File: config.mk
export PLATFORM = sky130hd
export DESIGN_NAME = dtb_div
export DESIGN_NICKNAME = d
export VERILOG_FILES = /design/src/rtl/dtb_div.sv
export SDC_FILE = /design/constraint.sdc
export NUM_CORES = 1
export LEC_CHECK = 0
export ABC_AREA = 1
export BUFFER_PORTS_ARGS = -buffer_cell sky130_fd_sc_hd__buf_2
export CORE_ASPECT_RATIO = 1.4
export CORE_MARGIN = 4
export CORE_UTILIZATION = 49
export CTS_BUF_LIST = sky130_fd_sc_hd__clkbuf_16
export DETAILED_ROUTE_END_ITERATION = 8
export GPL_ROUTABILITY_DRIVEN = 0
export PLACE_DENSITY = 0.74
export RECOVER_POWER = 100
export SLEW_MARGIN = 20
export SYNTH_ARGS = -nofsm -noshare
export SYNTH_HDL_FRONTEND = slang
export SYNTH_SLANG_ARGS = --single-unit
export TNS_END_PERCENT = 20
File: constraint.sdc
create_clock -name clock -period 1.7 [get_ports clock]
set_input_delay 0.17 -clock clock [delete_from_list [all_inputs] [get_ports clock]]
set_output_delay 0.17 -clock clock [all_outputs]
set_load 0.02 [all_outputs]
File: src/rtl/dtb_div.sv
// Restoring divider, one quotient bit per cycle; divide by zero gives zero.
// No dependencies.
module dtb_div #(
   parameter int NW = 36,
   parameter int DW = 12
) (
   input  logic          clock,
   input  logic          reset,
   input  logic          start,
   input  logic [NW-1:0] dividend,
   input  logic [DW-1:0] divisor,
   output logic          done,
   output logic [NW-1:0] quotient
);

   localparam int CTW = (NW > 1) ? $clog2(NW) : 1;

   logic           busy_ff;
   logic           done_ff;
   logic [CTW-1:0] cnt_ff;
   logic [DW-1:0]  rem_ff;
   logic [NW-1:0]  quo_ff;
   logic [DW-1:0]  dsr_ff;
   logic           zero_ff;
   logic [DW:0]    rem_sh;
   logic           fits;

   always_comb begin
      rem_sh = {rem_ff, quo_ff[NW-1]};
      fits   = rem_sh >= {1'b0, dsr_ff};
   end

   always_ff @(posedge clock) begin
      if (reset) begin
         busy_ff <= 1'b0;
         done_ff <= 1'b0;
      end else begin
         done_ff <= 1'b0;
         if (start) begin
            busy_ff <= 1'b1;
         end else if (busy_ff && cnt_ff == CTW'(NW - 1)) begin
            busy_ff <= 1'b0;
            done_ff <= 1'b1;
         end
      end
   end

   always_ff @(posedge clock) begin
      if (start) begin
         quo_ff  <= dividend;
         rem_ff  <= '0;
         dsr_ff  <= divisor;
         zero_ff <= divisor == '0;
         cnt_ff  <= '0;
      end else if (busy_ff) begin
         if (fits) begin
            rem_ff <= DW'(rem_sh - {1'b0, dsr_ff});
         end else begin
            rem_ff <= rem_sh[DW-1:0];
         end
         quo_ff <= {quo_ff[NW-2:0], fits};
         cnt_ff <= cnt_ff + CTW'(1);
      end
   end

   assign done     = done_ff;
   assign quotient = zero_ff ? '0 : quo_ff;

endmodule

[Word-level counts from Yosys, hierarchy flattened]
Cells that the tools add are included.
Storage, ports and cells
  register bits: 69
  input port bits: 51
  output and inout port bits: 37
  logic and storage cells: 23
Operators by class
  $add $sub $neg: 2
  magnitude comparators: 1
  eq/ne operators: 1
  mux-type cells: 7
  reduce and logical (&&, ||, !) cells: 5
Operators by type and width (count)
  $mux W36: 3
  $ge A13 B12 Y1: 1
  $logic_not A12 Y1: 1
  $mux W12: 1
  $sub A12 B12 Y12: 1
  $add A6 B1 Y6 const B: 1
  $eq A6 B6 Y1 const B: 1
  $reduce_bool A2 Y1: 2
  $mux W1: 3
  $reduce_or A2 Y1: 1
  $logic_and A1 B1 Y1: 1

[Depth between registers and ports, before layout]
  depth after elaboration: 4
  gate-level depth with buffers: 12
  mapped depth without buffers: 12

[Worst setup path after synthesis]
OpenSTA, ideal clock, no wires.
  path kind: flip-flop to flip-flop
  start point: register busy_ff
  end point: register quo_ff[0] (enable)
  library setup time: 391 ps
  arrival: 1427 ps
  required time: 1309 ps
  setup slack: -118 ps
  cell stages (with the launch flop): 4
  path buffers: 1
  period minus slack after synthesis: 1818 ps
  cell sequence: dfxtp_1 -> nor2_1 -> clkbuf_1 -> inv_1
On the way
  cells in the longest elaborated chain, start to end: 1
Ends and longest elaborated chain
  start, declared: line 18  | logic busy_ff;
  start signal, assigned: line 35  | busy_ff <= 1'b0;
  start signal, assigned: line 40  | busy_ff <= 1'b1;
  start signal, assigned: line 42  | busy_ff <= 1'b0;
  $reduce_bool A2 Y1 (no source line)
  end signal, assigned: line 50  | quo_ff <= dividend;
  end signal, assigned: line 61  | quo_ff <= {quo_ff[NW-2:0], fits};
  end, declared: line 22  | logic [NW-1:0] quo_ff;
Every way passes these cells.
A chain may end at the register's enable or synchronous reset.

[Worst setup path in the final report]
  start point: register dsr_ff[6]
  end point: register rem_ff[10]
On the way
  cells in the longest elaborated chain, start to end: 2
  elaborated cells between the ends (all ways): 3
  classes of those cells: add/sub (1); order compare (1); mux (1)
Ends and longest elaborated chain
  start, declared: line 23  | logic [DW-1:0] dsr_ff;
  start signal, assigned: line 52  | dsr_ff <= divisor;
  $sub A12 B12 Y12 or $ge A13 B12 Y1 (tied branches): line 57, 30
  $mux W12 *: line 56  | if (fits) begin
  end signal, assigned: line 57  | rem_ff <= DW'(rem_sh - {1'b0, dsr_ff});
  end signal, assigned: line 59  | rem_ff <= rem_sh[DW-1:0];
  end, declared: line 21  | logic [DW-1:0] rem_ff;
Every way passes the cells marked *; elsewhere a longest branch is shown, timed or not.

==> impl_metrics.tcl <==
set metrics [dict create \
    outcome "complete, but fails checks" \
    violations "setup timing" \
    viasPerCell 5.10 \
    synthDistinctLibCells 31 \
    wire_per_inst_um 13.9 \
    critical_path.top_delay_family "simple AND/OR/NAND/NOR gates" \
    clkSinkCount 69 \
    dpl.hpwl_mm 7.00 \
    layout-drive-gt1-share_pct 30.8 \
    rows 38 \
    cts_tree "yes" \
    clk_latency_ps 330 \
    crit_buf_inv 3 \
    critPathRequiredTime_ps 1970 \
    tns_ps -702 \
    crit_type "register to register" \
    syn_inst 488 \
    drv_slew 0 \
    io_pins 88 \
    drt-pass1-iter-count 4 \
    synthAdderAreaFrac_pct 4.75 \
    leakage_nw 2.55 \
    num-fill-cells 655 \
    cts_buffer_depth 2 \
    relSlewSlack_pct 33.4 \
    antenna_found_initial 0 \
    grt_pass1_wl_mm 16.8 \
    irDropWorstVdd_mv 0.759 \
    htree_levels 3 \
    antenna_left 0 \
    synth-edff-count 49 \
    endpoint_kind "register" \
    power_density_nw_per_um2 868 \
    max_freq_mhz 557 \
    clockRootBuffer "clkbuf_16" \
    die_w_um 82.9 \
    slowest_delay_ps 340 \
    core_sq_um 7700 \
    ys.flop_type "edfxtp_1" \
    slowest_stage "edfxtp_1" \
    hold_class "primary input to register" \
    rsz0062_at_grt "true" \
    antenna-diode-count 0 \
    grtUsageTotal_pct 22.2 \
    syn-num-nets 553 \
    final_util_pct 67.3 \
    synthToLayoutAreaGrowth_pct 34.7 \
    setup_viol 13 \
    drv_cap 0 \
    synth_compound_area_share_pct 6.96 \
    synthXorXnorAreaFrac_pct 1.14 \
    setup_ws_ps -95.8 \
    ys_ff_latch 69 \
    yosys_warnings 0 \
    synth-async-reset-ratio_pct 0 \
    drtIter0Drc 266 \
    hold_violations 0 \
    synthSimpleGateAreaFrac_pct 27.4 \
    crit_arrival_ps 2070 \
    floorplan.initialDensity_pct 50.0 \
    drc 0 \
    vias 3671 \
    drt-total-wl_mm 10.0 \
    place.port_buffers 87 \
    crit_fanout 4 \
    finClkSkew_ps 5.67 \
    synth_mux_area_share_pct 0 \
    worstMarginPinSlew_ps 999 \
    grt_pass1_vias 3775 \
    die_h_um 113 \
    cp-start-kind "register" \
    dieArea_sq_um 9360 \
    min_period_ps 1800 \
    cts_buffers 9 \
    syn-cell-area_sq_um 3850 \
    grt.overflow.total 0 \
    fin_nets 680 \
    yosysSeqAreaShare_pct 48.6 \
    grt_max_degree 65 \
    clkTransAtPathRegs_ps 60 \
    min_period_over_period_pct 106 \
    synth_top_family_by_area "simple AND/OR/NAND/NOR gates" \
    crit_chain "inv_2, ha_4, buf_4, nand2_1, buf_4, nor2_2, nand3_1, nand3_1, nand2_1, nand3_2, nand3_1, nand2_1" \
    syn_area_per_cell_sq_um 7.89 \
]
routing by layer:
layer  vias to the layer above  part of all wire [%]  global-route usage [%]  wire [um]
met5                         -                     0                       0          0
met4                         0                   3.6                    12.3        366
met3                        35                   6.8                    5.61        683
met2                       137                    53                    40.5       5300
met1                      1683                    37                    23.0       3690
li1                       1816                     -                       -          -
metrics by stage:
step | setup WS [ps] | total power, W | cell area (sq um) | std cells | hold slack (ps)
2_1_floorplan | -1.41 | 0.00242 | 3860 | 488 | 242
3_3_place_gp | -88.3 | 0.00267 | 4630 | 698 | 342
3_5_place_dp | -156 | 0.00269 | 4630 | 698 | 346
4_1_cts | -55.1 | 0.00450 | 5150 | 721 | 24.2
5_1_grt | -223 | 0.00470 | 5180 | 720 | 21.0
6_report | -95.8 | 0.00450 | 5180 | 720 | 32.8
area by class of cell:
cell class                 instances  area, sq um  share of cell area, %
sequential                        69         1870                   36.1
timing repair buffer             133          767                   14.8
clock inverter                     7         60.1                   1.16
multi-input combinational        311         1790                   34.5
tap                              100          125                   2.41
inverter                          91          345                   6.66
clock buffer                       9          225                   4.34
where the power goes:
| group | switching (W) | internal (W) | leakage [nW] | total (W) |
|---|---|---|---|---|
| registers | 0.0000442 | 0.00195 | 0.659 | 0.00199 |
| logic | 0.000455 | 0.000278 | 1.74 | 0.000733 |
| clock network | 0.000660 | 0.00111 | 0.153 | 0.00178 |
| total | 0.00116 | 0.00334 | 2.55 | 0.00450 |
what timing repair did:
item	4_1_cts	5_1_grt
hold buffers	1	0
hold endpoints to repair	1	0
buffers inserted	4	0
cloned	2	0
pin swaps	6	5
endpoints found under the setup margin	13	13
gates resized for setup	31	25
cells by family after synthesis:
kind of cell / Yosys count
AO/OA/AOI/OAI: 50
buffers and inverters: 109
XOR/XNOR: 5
adder cells (fa/ha/maj): 14
flip-flops: 69
AND/OR/NAND/NOR: 241
state kept, by name, summed over array words and instances (netlist names):
register	flops
quo_ff	36
rem_ff	12
cnt_ff	6
done	1
dsr_ff	12
zero_ff	1
busy_ff	1
synthesized netlist by cell type (2+ instances only):
cell type  count  area, sq um
inv_1         89          334
xnor2_1        4         35.0
nand2_1      128          480
nand3_1       23          115
o21ai_0       41          205
dfxtp_1       20          400
clkbuf_1      12         45.0
nor4_1         3         18.8
nand3_2        4         40.0
nor2_1        55          206
nor2_2         2         12.5
edfxtp_1      49         1470
nand2_2        3         18.8
a21oi_1        6         30.0
inv_2          2         7.51
buf_2          4         20.0
ha_1          13          163
nor3_1         3         15.0
nand4_1       15         93.8
final timing paths:
kind | startpoint | depth (start not counted) | to | slack (ps)
worst max-delay path | dsr_ff[6]$_DFFE_PP_ | 12 | rem_ff[10]$_SDFFE_PP0P_ | -100
worst min-delay path | divisor[11] | 1 | dsr_ff[11]$_DFFE_PP_ | 30
worst max register to register | dsr_ff[6]$_DFFE_PP_ | 12 | rem_ff[10]$_SDFFE_PP0P_ | -100
worst min register to register | rem_ff[0]$_SDFFE_PP0P_ | 2 | rem_ff[0]$_SDFFE_PP0P_ | 510
worst register-to-register path, stage by stage, from the launching register on:
cell	delay, ps
edfxtp_1	340
inv_2	50
ha_4	280
buf_4	110
nand2_1	70
buf_4	150
nor2_2	140
nand3_1	150
nand3_1	110
nand2_1	80
nand3_2	80
nand3_1	90
nand2_1	100
layout by cell type (no fill, tap or decap), drive strengths merged, types with 3 or more instances in the layout:
| master | n |
|---|---|
| buf | 86 |
| nor4 | 3 |
| ha | 13 |
| dfxtp | 20 |
| clkinv | 3 |
| nand3 | 29 |
| inv | 93 |
| nand4 | 15 |
| a21oi | 7 |
| clkbuf | 55 |
| o21ai | 41 |
| nor3 | 4 |
| xnor2 | 4 |
| edfxtp | 49 |
| nor2 | 58 |
| nand2 | 131 |
Power figures use the tool's default switching activity.
